<file path="config.mk">
export PLATFORM = sky130hd
export DESIGN_NAME = three_point_tilt_gesture_detector
export DESIGN_NICKNAME = d
export VERILOG_FILES = /design/src/hw/rtl/tptgd_pkg.sv /design/src/hw/rtl/tptgd_match.sv /design/src/hw/rtl/tptgd_note.sv /design/src/hw/rtl/three_point_tilt_gesture_detector.sv
export SDC_FILE = /design/constraint.sdc
export NUM_CORES = 2
export LEC_CHECK = 0
export ABC_AREA = 1
export ABC_CLOCK_PERIOD_IN_PS = 19300
export BUFFER_PORTS_ARGS = -buffer_cell sky130_fd_sc_hd__clkbuf_2
export CORE_MARGIN = 3
export CORE_UTILIZATION = 44
export DETAILED_ROUTE_END_ITERATION = 8
export PLACE_DENSITY = 0.56
export SLEW_MARGIN = 10
export SYNTH_ARGS = -nofsm -noshare
export SYNTH_HDL_FRONTEND = slang
export SYNTH_SLANG_ARGS = --single-unit
</file>
<file path="constraint.sdc">
create_clock -name clk -period 19.3 [get_ports clk]
set_input_delay 1.93 -clock clk [delete_from_list [all_inputs] [get_ports clk]]
set_output_delay 1.93 -clock clk [all_outputs]
set_load 0.005 [all_outputs]
</file>
<file path="src/hw/rtl/tptgd_pkg.sv">
package tptgd_pkg;

	// input and result field widths
	localparam int ROLL_W  = 13;
	localparam int PITCH_W = 12;
	localparam int TS_W    = 32;
	localparam int CFG_W   = 16;
	localparam int EXEC_W  = 16;

	// roll offset from a target, one bit wider than the roll field
	localparam int DR_W = ROLL_W + 1;
	// weighted distance 2*dr^2 + dp^2 stays below 2^26
	localparam int SQ_W = 27;

	// roll targets in 1/16 degree
	localparam logic signed [DR_W-1:0] TGT_ZERO = DR_W'(0);
	localparam logic signed [DR_W-1:0] TGT_MID  = DR_W'(-400);
	localparam logic signed [DR_W-1:0] TGT_LOW  = DR_W'(-800);

	// match limits 2*tol^2 for 25 and 20 degrees
	localparam logic [SQ_W-1:0] LIM_FIRST = SQ_W'(320000);
	localparam logic [SQ_W-1:0] LIM_NEXT  = SQ_W'(204800);

	// configuration registers
	localparam int NUM_REGS  = 6;
	localparam int REG_IDX_W = 3;
	localparam logic [REG_IDX_W-1:0] REG_SIXTEENTH = 3'd0;
	localparam logic [REG_IDX_W-1:0] REG_EIGHTH    = 3'd1;
	localparam logic [REG_IDX_W-1:0] REG_QUARTER   = 3'd2;
	localparam logic [REG_IDX_W-1:0] REG_HALF      = 3'd3;
	localparam logic [REG_IDX_W-1:0] REG_HOLD      = 3'd4;
	localparam logic [REG_IDX_W-1:0] REG_FINISH    = 3'd5;

	localparam logic [CFG_W-1:0] RST_SIXTEENTH = 16'd125;
	localparam logic [CFG_W-1:0] RST_EIGHTH    = 16'd250;
	localparam logic [CFG_W-1:0] RST_QUARTER   = 16'd500;
	localparam logic [CFG_W-1:0] RST_HALF      = 16'd1000;
	localparam logic [CFG_W-1:0] RST_HOLD      = 16'd5000;
	localparam logic [CFG_W-1:0] RST_FINISH    = 16'd1000;

	// result codes
	localparam logic [1:0] ACT_NONE = 2'd0;
	localparam logic [1:0] ACT_DOWN = 2'd1;
	localparam logic [1:0] ACT_UP   = 2'd2;

	localparam logic [1:0] NOTE_DIV16 = 2'd0;
	localparam logic [1:0] NOTE_DIV8  = 2'd1;
	localparam logic [1:0] NOTE_DIV4  = 2'd2;
	localparam logic [1:0] NOTE_DIV2  = 2'd3;

	localparam int NUM_NOTES = 4;

	typedef enum logic [3:0] {
		PH_IDLE   = 4'b0001,
		PH_FIRST  = 4'b0010,
		PH_SECOND = 4'b0100,
		PH_DONE   = 4'b1000
	} phase_t;

	// point matches for one sample
	typedef struct packed {
		logic first_zero;  // roll 0, wide tolerance
		logic first_low;   // roll -50 deg, wide tolerance
		logic next_mid;    // roll -25 deg, narrow tolerance
		logic next_low;    // roll -50 deg, narrow tolerance
		logic next_zero;   // roll 0, narrow tolerance
	} hits_t;

	typedef logic [NUM_NOTES-1:0][CFG_W-1:0] notes_t;

endpackage

</file>
<file path="src/hw/rtl/tptgd_match.sv">
module tptgd_match (
	input  logic signed [tptgd_pkg::ROLL_W-1:0]  roll,
	input  logic signed [tptgd_pkg::PITCH_W-1:0] pitch,
	output tptgd_pkg::hits_t                     hits
);
	import tptgd_pkg::*;

	logic signed [DR_W-1:0]     roll_x;
	logic signed [DR_W-1:0]     dr_zero, dr_mid, dr_low;
	logic signed [2*DR_W-1:0]   sq_zero, sq_mid, sq_low;
	logic signed [2*PITCH_W-1:0] sq_pitch;
	logic [SQ_W-1:0]            dist_zero, dist_mid, dist_low;

	assign roll_x  = {roll[ROLL_W-1], roll};
	assign dr_zero = roll_x - TGT_ZERO;
	assign dr_mid  = roll_x - TGT_MID;
	assign dr_low  = roll_x - TGT_LOW;

	assign sq_zero  = dr_zero * dr_zero;
	assign sq_mid   = dr_mid * dr_mid;
	assign sq_low   = dr_low * dr_low;
	assign sq_pitch = pitch * pitch;

	// 2*droll^2 + dpitch^2, pitch target is zero everywhere
	assign dist_zero = (SQ_W'(sq_zero) << 1) + SQ_W'(sq_pitch);
	assign dist_mid  = (SQ_W'(sq_mid) << 1) + SQ_W'(sq_pitch);
	assign dist_low  = (SQ_W'(sq_low) << 1) + SQ_W'(sq_pitch);

	assign hits.first_zero = (dist_zero <= LIM_FIRST);
	assign hits.first_low  = (dist_low <= LIM_FIRST);
	assign hits.next_mid   = (dist_mid <= LIM_NEXT);
	assign hits.next_low   = (dist_low <= LIM_NEXT);
	assign hits.next_zero  = (dist_zero <= LIM_NEXT);

endmodule

</file>
<file path="src/hw/rtl/tptgd_note.sv">
module tptgd_note (
	input  logic [tptgd_pkg::CFG_W-1:0] elapsed,
	input  tptgd_pkg::notes_t           notes,
	output logic [1:0]                  note
);
	import tptgd_pkg::*;

	logic [CFG_W-1:0] diff [NUM_NOTES];
	logic [CFG_W-1:0] best_diff;

	function automatic logic [CFG_W-1:0] abs_diff(input logic [CFG_W-1:0] a,
			input logic [CFG_W-1:0] b);
		return (a > b) ? a - b : b - a;
	endfunction

	always_comb begin
		for (int i = 0; i < NUM_NOTES; i++) begin
			diff[i] = abs_diff(elapsed, notes[i]);
		end
	end

	// strict compare keeps the earliest note on a tie
	always_comb begin
		note      = NOTE_DIV16;
		best_diff = diff[0];
		for (int i = 1; i < NUM_NOTES; i++) begin
			if (diff[i] < best_diff) begin
				best_diff = diff[i];
				note      = 2'(i);
			end
		end
	end

endmodule

</file>
<file path="src/hw/rtl/three_point_tilt_gesture_detector.sv">
// channel  | dir | transfer content
// s_axis   | in  | one attitude sample: roll, pitch, timestamp
// m_axis   | out | one result per sample: action in tuser, duration and note in tdata
// apb      | in  | six 16-bit timing registers at byte addresses 0..20
//
// One sample per cycle when not stalled; input register, then result register.
// The phase / template / timestamp loop is combinational from the input register to the state registers.
// arst_n clears the phase, stored times, valid flags and restores register defaults.
// A stalled result holds the result register; the input register keeps accepting
// while it is empty or the result register is free or being drained.
module three_point_tilt_gesture_detector #(
	parameter int TIME_BITS = 32
) (
	input  logic        clk,
	input  logic        arst_n,

	input  logic        s_axis_tvalid,
	output logic        s_axis_tready,
	input  logic [63:0] s_axis_tdata,   // roll_angle[12:0], pitch_angle[24:13], timestamp_ms[56:25]

	output logic        m_axis_tvalid,
	input  logic        m_axis_tready,
	output logic [23:0] m_axis_tdata,   // execution_ms[15:0], note_index[17:16]
	output logic [1:0]  m_axis_tuser,   // action_code[1:0]

	input  logic        psel,
	input  logic        penable,
	input  logic        pwrite,
	input  logic [4:0]  paddr,
	input  logic [31:0] pwdata,
	output logic [31:0] prdata,
	output logic        pready
);
	import tptgd_pkg::*;

	// configuration
	logic [CFG_W-1:0]     cfg_q [NUM_REGS];
	logic [REG_IDX_W-1:0] reg_idx;
	logic                 reg_wr;

	// input stage
	logic                      valid_s1;
	logic signed [ROLL_W-1:0]  roll_s1;
	logic signed [PITCH_W-1:0] pitch_s1;
	logic [TS_W-1:0]           ts_s1;

	// result stage
	logic              valid_s2;
	logic [1:0]        action_s2;
	logic [EXEC_W-1:0] exec_s2;
	logic [1:0]        note_s2;

	// gesture state
	phase_t               phase_q, phase_nx;
	logic                 tmpl_q, tmpl_nx;
	logic [TIME_BITS-1:0] start_q, start_nx;
	logic [TIME_BITS-1:0] second_q, second_nx;

	logic                 out_free, advance;
	logic [TIME_BITS-1:0] now, el_first, el_second;
	hits_t                hits;
	notes_t               notes;
	logic [1:0]           note_sel;
	logic [1:0]           action_nx;
	logic [EXEC_W-1:0]    exec_nx;
	logic [1:0]           note_nx;

	// ---------------- APB ----------------
	assign pready  = 1'b1;
	assign reg_idx = paddr[4:2];
	assign reg_wr  = psel && penable && pwrite && pready;

	always_ff @(posedge clk or negedge arst_n) begin
		if (!arst_n) begin
			cfg_q[REG_SIXTEENTH] <= RST_SIXTEENTH;
			cfg_q[REG_EIGHTH]    <= RST_EIGHTH;
			cfg_q[REG_QUARTER]   <= RST_QUARTER;
			cfg_q[REG_HALF]      <= RST_HALF;
			cfg_q[REG_HOLD]      <= RST_HOLD;
			cfg_q[REG_FINISH]    <= RST_FINISH;
		end else if (reg_wr && reg_idx < REG_IDX_W'(NUM_REGS)) begin
			cfg_q[reg_idx] <= pwdata[CFG_W-1:0];
		end
	end

	always_comb begin
		prdata = '0;
		if (reg_idx < REG_IDX_W'(NUM_REGS)) begin
			prdata = {{(32 - CFG_W){1'b0}}, cfg_q[reg_idx]};
		end
	end

	// ---------------- handshake ----------------
	assign out_free      = !valid_s2 || m_axis_tready;
	assign advance       = valid_s1 && out_free;
	assign s_axis_tready = !valid_s1 || out_free;

	always_ff @(posedge clk or negedge arst_n) begin
		if (!arst_n) begin
			valid_s1 <= 1'b0;
		end else if (s_axis_tvalid && s_axis_tready) begin
			valid_s1 <= 1'b1;
		end else if (advance) begin
			valid_s1 <= 1'b0;
		end
	end

	always_ff @(posedge clk) begin
		if (s_axis_tvalid && s_axis_tready) begin
			roll_s1  <= s_axis_tdata[ROLL_W-1:0];
			pitch_s1 <= s_axis_tdata[ROLL_W +: PITCH_W];
			ts_s1    <= s_axis_tdata[ROLL_W + PITCH_W +: TS_W];
		end
	end

	// ---------------- gesture logic ----------------
	tptgd_match u_match (
		.roll  (roll_s1),
		.pitch (pitch_s1),
		.hits  (hits)
	);

	assign notes = {cfg_q[REG_HALF], cfg_q[REG_QUARTER], cfg_q[REG_EIGHTH],
		cfg_q[REG_SIXTEENTH]};

	// only used on completion, where elapsed time is within the 16-bit finish limit
	tptgd_note u_note (
		.elapsed (el_second[CFG_W-1:0]),
		.notes   (notes),
		.note    (note_sel)
	);

	assign now       = TIME_BITS'(ts_s1);
	assign el_first  = now - start_q;
	assign el_second = now - second_q;

	always_comb begin
		phase_nx  = phase_q;
		tmpl_nx   = tmpl_q;
		start_nx  = start_q;
		second_nx = second_q;
		action_nx = ACT_NONE;
		exec_nx   = '0;
		note_nx   = NOTE_DIV16;
		unique case (phase_q)
			PH_IDLE: begin
				if (hits.first_zero) begin
					phase_nx = PH_FIRST;
					tmpl_nx  = 1'b0;
					start_nx = now;
				end else if (hits.first_low) begin
					phase_nx = PH_FIRST;
					tmpl_nx  = 1'b1;
					start_nx = now;
				end
			end
			PH_FIRST: begin
				// both templates share the middle point
				if (el_first > TIME_BITS'(cfg_q[REG_HOLD])) begin
					phase_nx = PH_IDLE;
				end else if (hits.next_mid) begin
					phase_nx  = PH_SECOND;
					second_nx = now;
				end
			end
			PH_SECOND: begin
				if (el_second > TIME_BITS'(cfg_q[REG_FINISH])) begin
					phase_nx = PH_IDLE;
				end else if (tmpl_q ? hits.next_zero : hits.next_low) begin
					phase_nx  = PH_DONE;
					action_nx = tmpl_q ? ACT_UP : ACT_DOWN;
					exec_nx   = el_second[EXEC_W-1:0];
					note_nx   = note_sel;
				end
			end
			PH_DONE: begin
				phase_nx = PH_IDLE;
			end
			default: begin
				phase_nx = PH_IDLE;
			end
		endcase
	end

	always_ff @(posedge clk or negedge arst_n) begin
		if (!arst_n) begin
			phase_q  <= PH_IDLE;
			tmpl_q   <= 1'b0;
			start_q  <= '0;
			second_q <= '0;
		end else if (advance) begin
			phase_q  <= phase_nx;
			tmpl_q   <= tmpl_nx;
			start_q  <= start_nx;
			second_q <= second_nx;
		end
	end

	// ---------------- result register ----------------
	always_ff @(posedge clk or negedge arst_n) begin
		if (!arst_n) begin
			valid_s2 <= 1'b0;
		end else if (advance) begin
			valid_s2 <= 1'b1;
		end else if (m_axis_tready) begin
			valid_s2 <= 1'b0;
		end
	end

	always_ff @(posedge clk) begin
		if (advance) begin
			action_s2 <= action_nx;
			exec_s2   <= exec_nx;
			note_s2   <= note_nx;
		end
	end

	assign m_axis_tvalid = valid_s2;
	assign m_axis_tuser  = action_s2;
	assign m_axis_tdata  = {6'b0, note_s2, exec_s2};

`ifndef SYNTHESIS
	a_none_is_blank: assert property (@(posedge clk) disable iff (!arst_n)
		(valid_s2 && action_s2 == ACT_NONE) |-> (exec_s2 == '0 && note_s2 == NOTE_DIV16))
		else $error("result without action carries nonzero fields");

	a_done_after_action: assert property (@(posedge clk) disable iff (!arst_n)
		(advance && action_nx != ACT_NONE) |=> (phase_q == PH_DONE))
		else $error("completion did not move to done phase");

	a_exec_in_limit: assert property (@(posedge clk) disable iff (!arst_n)
		(advance && action_nx != ACT_NONE) |-> (exec_nx <= cfg_q[REG_FINISH]))
		else $error("execution time exceeds finish limit");

	a_action_only_from_second: assert property (@(posedge clk) disable iff (!arst_n)
		(advance && action_nx != ACT_NONE) |-> (phase_q == PH_SECOND))
		else $error("action reported outside second-point phase");
`endif

endmodule

</file>
# ---- Word level (Yosys, flattened, before mapping)
# Index checks and enable logic that the tools add are counted.
dict set report op_classes {
  addsub 15
  n_reduce_logical 17
  n_eq_ne 6
  muxes 33
  n_mul 4
  order_cmp 17
  bitwise 4
}
# cell count
set op_table {}
lappend op_table {{2-to-1 mux 16 bit} 10}
lappend op_table {{subtractor 16 bit} 8}
lappend op_table {{bitwise mux 96 bit} 1}
lappend op_table {{adder 27 x 24 -> 27 bit} 3}
lappend op_table {{less-or-equal comparator 27 x 18 -> 1 bit (second input constant)} 3}
lappend op_table {{greater-than comparator 16 bit} 4}
lappend op_table {{greater-than comparator 32 x 16 -> 1 bit} 2}
lappend op_table {{2-to-1 mux 32 bit} 2}
lappend op_table {{subtractor 32 bit} 2}
lappend op_table {{less-or-equal comparator 27 x 19 -> 1 bit (second input constant)} 2}
lappend op_table {{multiplier 14 x 14 -> 26 bit} 2}
lappend op_table {{binary-select mux 16 bit (select 3 bit)} 1}
lappend op_table {{demux 16 bit (select 3 bit)} 1}
lappend op_table {{less-than comparator 16 bit} 3}
lappend op_table {{multiplier 13 x 13 -> 26 bit} 1}
lappend op_table {{multiplier 12 x 12 -> 24 bit} 1}
lappend op_table {{2-to-1 mux 4 bit} 6}
lappend op_table {{subtractor 13 x 10 -> 14 bit (second input constant)} 1}
lappend op_table {{subtractor 13 x 11 -> 14 bit (second input constant)} 1}
lappend op_table {{case mux 4 bit (3 select lines)} 1}
lappend op_table {{!= test 3 bit (second input constant)} 3}
lappend op_table {{2-to-1 mux 1 bit} 8}
lappend op_table {{AND reduction 4 bit} 2}
lappend op_table {{logical AND 1 bit} 6}
lappend op_table {{other kinds (14)} 22}
dict set report totals {
  wordCells 114
  input_bits 108
  output_inout_bits 61
  register_bits 244
}

# ---- Logic depth before layout (Yosys ltp)
dict set report depth {
  word_depth 9
  depth_mapped 58
  depth_no_buf 55
}

# ---- By module
# Synthesis repeated with hierarchy kept, for this count alone.
dict set report unflattened {
  cells_unflattened 7108
  area_unflattened_um2 51474.4
}
# module cells_each instances area_per_inst_um2 seq_area_each_um2
set modules_own_cells {}
lappend modules_own_cells {tptgd_match 3872 1 28815.1 0.0}
lappend modules_own_cells {three_point_tilt_gesture_detector 2087 1 15590.0 6536.3}
lappend modules_own_cells {tptgd_note 1149 1 7069.3 0.0}

# ---- Worst setup path before layout
# No wires, ideal clock.
dict set report synth_path {
  path_kind {flip-flop to flip-flop}
  startpoint {register roll_s1[4]}
  endpoint {register second_q[0]}
  path_stages_with_launch 48
  setup_time_ns 0.119
  arrival_ns 8.749
  n_path_buf 4
  slack_ns 10.431
  cell_sequence {edfxtp_1 buf_4 inv_1 clkbuf_1 ha_1 clkbuf_1 nor2_1 inv_1 fa_1 inv_1 fa_1 fa_1 inv_1 fa_1 inv_1 fa_1 inv_1 fa_1 [... 12 more ...] ha_1 nand2_1 nor4_1 nand3_1 nand3_1 a21o_1 inv_1 nand2_1 nand2_1 nand2_1 nand3_1 nor2_1 nand3_1 nand2_2 nand4_4 buf_6 nand2_2 o21ai_2}
}
dict set report synth_via {
  elab_chain_cells 5
}
# item line_no
set synth_rtl {}
lappend synth_rtl {{from (decl)} three_point_tilt_gesture_detector.sv:43} ;# logic signed [ROLL_W-1:0] roll_s1;
lappend synth_rtl {{from (signal assigned)} three_point_tilt_gesture_detector.sv:110} ;# roll_s1 <= s_axis_tdata[ROLL_W-1:0];
lappend synth_rtl {{subtractor 13 x 10 -> 14 bit} tptgd_match.sv:16} ;# assign dr_mid = roll_x - TGT_MID;
lappend synth_rtl {{multiplier 14 x 14 -> 26 bit} tptgd_match.sv:20} ;# assign sq_mid = dr_mid * dr_mid;
lappend synth_rtl {{adder 27 x 24 -> 27 bit} tptgd_match.sv:26} ;# assign dist_mid = (SQ_W'(sq_mid) << 1) + SQ_W'(sq_pitch);
lappend synth_rtl {{less-or-equal comparator 27 x 18 -> 1 bit} tptgd_match.sv:31} ;# assign hits.next_mid = (dist_mid <= LIM_NEXT);
lappend synth_rtl {{AND reduction 4 bit (no source line)} -}
lappend synth_rtl {{to (signal assigned)} three_point_tilt_gesture_detector.sv:195} ;# second_q <= second_nx;
lappend synth_rtl {{to (decl)} three_point_tilt_gesture_detector.sv:57} ;# logic [TIME_BITS-1:0] second_q, second_nx;
# No other way between the ends.
# A chain may end at the register's enable or synchronous reset.

# ---- Worst setup path in the final report
dict set report layout_path {
  startpoint {register roll_s1[4]}
  endpoint {register second_q[8]}
}
# The elaborated chain is that of the path after synthesis.

==> results.md <==
Status:
- The flow ran to the end, and the final reports show no timing, DRC or antenna violations.

Timing:
- The share of the clock period used by the worst path is roughly 56%.
- Headroom to the max-slew limit came out at 27.5%.
- The final hold violation count came to 0.
- The final total negative setup slack is 0 ns.
- Setup repair after global routing left no endpoint under its margin.
- For this run, the top clock speed supported by timing is approximately 90 MHz.
- On the final layout, the worst hold slack is 0.484 ns.
- The smallest clock period supported by the final layout is computed as 10.83 ns.
- Between clock sinks in the finished design, the worst skew comes to 0.0420 ns.
- At the pin with the least slew margin, the transition time is 1.08 ns.
- Setup violations remaining at the end of the flow were counted as 0.
- The total count of max-transition violations in the final report came to 0.

GRT:
- Global routing used approximately a quarter of the available tracks.
- The initial antenna violation count was 1.
- The number of global-route vias before repair is 38.4k.
- The first global-routing pass estimated 210 mm of wire.
- The largest net degree at the start of global routing is 99.
- Summed over all layers, the global routing overflow is 0.

Min path:
- The class of the most critical hold timing path is flop to flop.

Worst setup path:
- The required arrival time at the worst endpoint is about 20 ns.
- In this design, the stage delay of the slowest critical-path cell is 0.75 ns.
- The cell with the biggest individual delay on the critical path is sky130_fd_sc_hd__buf_4.
- The largest fanout on the critical path is between 60 and 70.
- For the worst setup path, the data arrival time is 11.29 ns.
- The most numerous cell on the critical path is sky130_fd_sc_hd__nand2_1.
- The critical setup path kind is flop to flop.
- The element type at the critical path start is a flop.
- The worst setup path is captured at a flop.

Finish:
- In the final layout, the multi-input gates occupy between 30,000 and 40,000 sq um.
- Relative to the synthesized area, the layout overhead comes to 6.91%.
- The final standard cell utilization of the core is a little under half.
- The library cells used most frequently in the layout, excluding fill and tap cells, are sky130_fd_sc_hd__inv_1 (1,387), sky130_fd_sc_hd__nand2_1 (973), sky130_fd_sc_hd__fa_1 (608).
- In the final layout, flip-flops and latches occupy 6540 sq um.
- The net count reported at finish is 7,303.
- The filler cells instantiated in the layout total 10.6k.
- The layout cell share with drive strength beyond 1 is 6.17%.
- The most common library cell in the layout ignoring fill and taps is sky130_fd_sc_hd__inv_1.
- The number of standard cells in the layout, taps in and fillers out is 7,434.

Floorplan:
- For this design the top-level I/O count stands at 169.
- The row count is 119.
- The initial standard-cell utilization of the core is 44.5%.
- The core region is 106,000 sq um.
- The height of the die is between 300 and 400 microns.
- The die footprint is 111,000 sq um.
- Measured along the x axis, the die boundary spans 333 microns.

Clock tree:
- Gates resized during post-CTS repair numbered 0.
- The root buffer cell is sky130_fd_sc_hd__clkbuf_16.
- TritonCTS built the clock tree.
- Counting along the longest clock path gives a buffer depth of 3.
- Clock latency on the worst-skew pair, taken at its later pin, is 0.57 ns.
- The number of setup buffers added after CTS is 0.
- The count of clock tree sinks is about 240.
- The number of hold buffers added after CTS is 0.
- The number of H-tree levels is 2.
- After clock tree synthesis, the clock-pin slew on the worst setup and hold paths is 0.06 ns.
- The number of clock buffers inserted by TritonCTS is 34.

Synthesis:
- The yosys synthesis warning count is 0.
- In this run, synthesis produced a sequential element count of 244.
- Sequential elements use approximately 14% of the synthesized area.
- In the synthesized netlist the dominant register cell turns out to be sky130_fd_sc_hd__dfrtp_1.
- The dominant cell type by area after synthesis is sky130_fd_sc_hd__fa_1.
- After synthesis, the netlist uses 67 different library cells.
- After synthesis, the cell types taking the most area are sky130_fd_sc_hd__fa_1 (26%), sky130_fd_sc_hd__ha_1 (15%), sky130_fd_sc_hd__inv_1 (11%).
- The area of the mapped netlist is 47,200 sq um.
- Of the post-synthesis cell area, the dominant cell type holds 25.8%.
- The async set or reset register ratio after synthesis is 68.4%.
- The mean instance size in the synthesized netlist is 7.96 sq um.
- The number of enable flip-flop cells after synthesis is 77.
- After technology mapping, the gate count stands at 5,922.

Placement:
- The number of instances in the placed design is 7,372.
- The final RePlAce weighted congestion is 0.942.
- After legalization and detailed placement, the total HPWL measured 109 mm.
- The count of buffers added on input and output ports is between 100 and 150.

Detailed routing:
- The initial DRC count is about 2.5k.
- The total via count after detailed routing is 37.9k.
- Dividing the detail-routed via count by the number of cells gives ~5.1.
- The routed wire length per instance is 17.5 microns.
- The first detailed-routing pass ran for 5 iterations.
- For this run, design rule violations remaining after detail routing come to 0.
- In this run the remaining antenna-violating nets after routing total 0.
- Summed over all layers, the routed wires come to 130 mm.

Job:
- The max-capacitance violation count is 0.
==> synth_stat cells, drive strengths merged (2+ instances only) <==
library cell,count
nand3,135
o21bai,18
a221oi,17
clkbuf,81
dfstp,36
xor2,182
nor3,45
mux2i,12
nand4,37
clkinv,9
nand3b,5
nor2,375
a21boi,10
buf,51
o2111ai,9
o211ai,23
o22ai,12
inv,1404
a31o,2
ha,570
a21oi,379
o21ai,382
conb,2
a31oi,17
o311ai,2
o221ai,31
o21a,20
dfrtp,131
xnor2,122
nand2,1012
o221a,3
nor4,14
a21o,37
a22oi,5
a221o,6
edfxtp,77
o31ai,5
or2,15
a211oi,16
fa,608
==> metal layers <==
metal	wire, microns	share of wire, %	GRT usage, %	vias to the layer above
met5	0	0	0	-
met4	3470	2.7	5.98	0
met3	5900	4.5	2.25	141
met2	58300	45	37.9	828
met1	62200	48	34.7	18300
li1	-	-	-	18700
==> per-stage QoR <==
stage	instance area [sq um]	setup WS, ns
after detailed placement	49300	8.47
final	50400	8.47
after global placement	49300	8.57
after floorplan	47200	10.43
after global routing	50400	7.61
after CTS	50400	8.37
==> cell families (layout without fill, tap and decap cells) <==
logic type	after synthesis	after routing	share of synthesized area, %
AOI/OAI and AO/OA	995	995	12.3
other	2	24	0.0159
DFF	244	244	13.9
buffers and inverters	1545	1644	12.7
muxes	12	12	0.255
and+or+nand+nor	1642	1642	14.3
xor gates and xnor gates	304	304	5.68
adders and majority gates	1178	1178	40.9
==> worst max-delay path, delay by kind of cell (launching register included) <==
| family | cells | cell delay, ns |
|---|---|---|
| adders and majority gates | 9 | 3.97 |
| and+or+nand+nor | 21 | 2.53 |
| buffers and inverters | 10 | 1.97 |
| AOI/OAI and AO/OA | 9 | 1.36 |
| xor gates and xnor gates | 2 | 0.49 |
| DFF | 1 | 0.32 |
==> area by class of cell <==
cell class	instances	area share, %
Sequential cell	244	13.0
Timing Repair Buffer	170	1.95
Clock inverter	10	0.213
Clock buffer	51	2.04
Inverter	1413	10.5
Tap cell	1391	3.45
Antenna cell	1	0.00496
Multi-Input combinational cell	4154	68.8
==> path summary, 6_finish.rpt <==
path / end / depth (start not counted) / from / slack (ns)
max: second_q[8]$_DFFE_PN0P_ / 51 / roll_s1[4]$_DFFE_PP_ / 8.47
max in group asynchronous: cfg_q[4]$_DFFE_PN0P_ / 2 / arst_n / 16.20
min reg2reg: second_q[20]$_DFFE_PN0P_ / 2 / second_q[20]$_DFFE_PN0P_ / 0.48
min in group asynchronous: cfg_q[76]$_DFFE_PN0P_ / 1 / arst_n / 1.45
min: second_q[20]$_DFFE_PN0P_ / 2 / second_q[20]$_DFFE_PN0P_ / 0.48
max reg2reg: second_q[8]$_DFFE_PN0P_ / 51 / roll_s1[4]$_DFFE_PP_ / 8.47
==> registers in the layout, summed over array words and instances (netlist names) <==
register       flops
cfg_q             96
now               32
second_q          32
start_q           32
exec_s2           16
roll_s1           13
pitch_s1          12
phase_q            4
m_axis_tuser       2
note_s2            2
m_axis_tvalid      1
tmpl_q             1
valid_s1           1
Power is not shown: default switching activity piles up to over one toggle a cycle in this logic, so the estimate is an artifact.
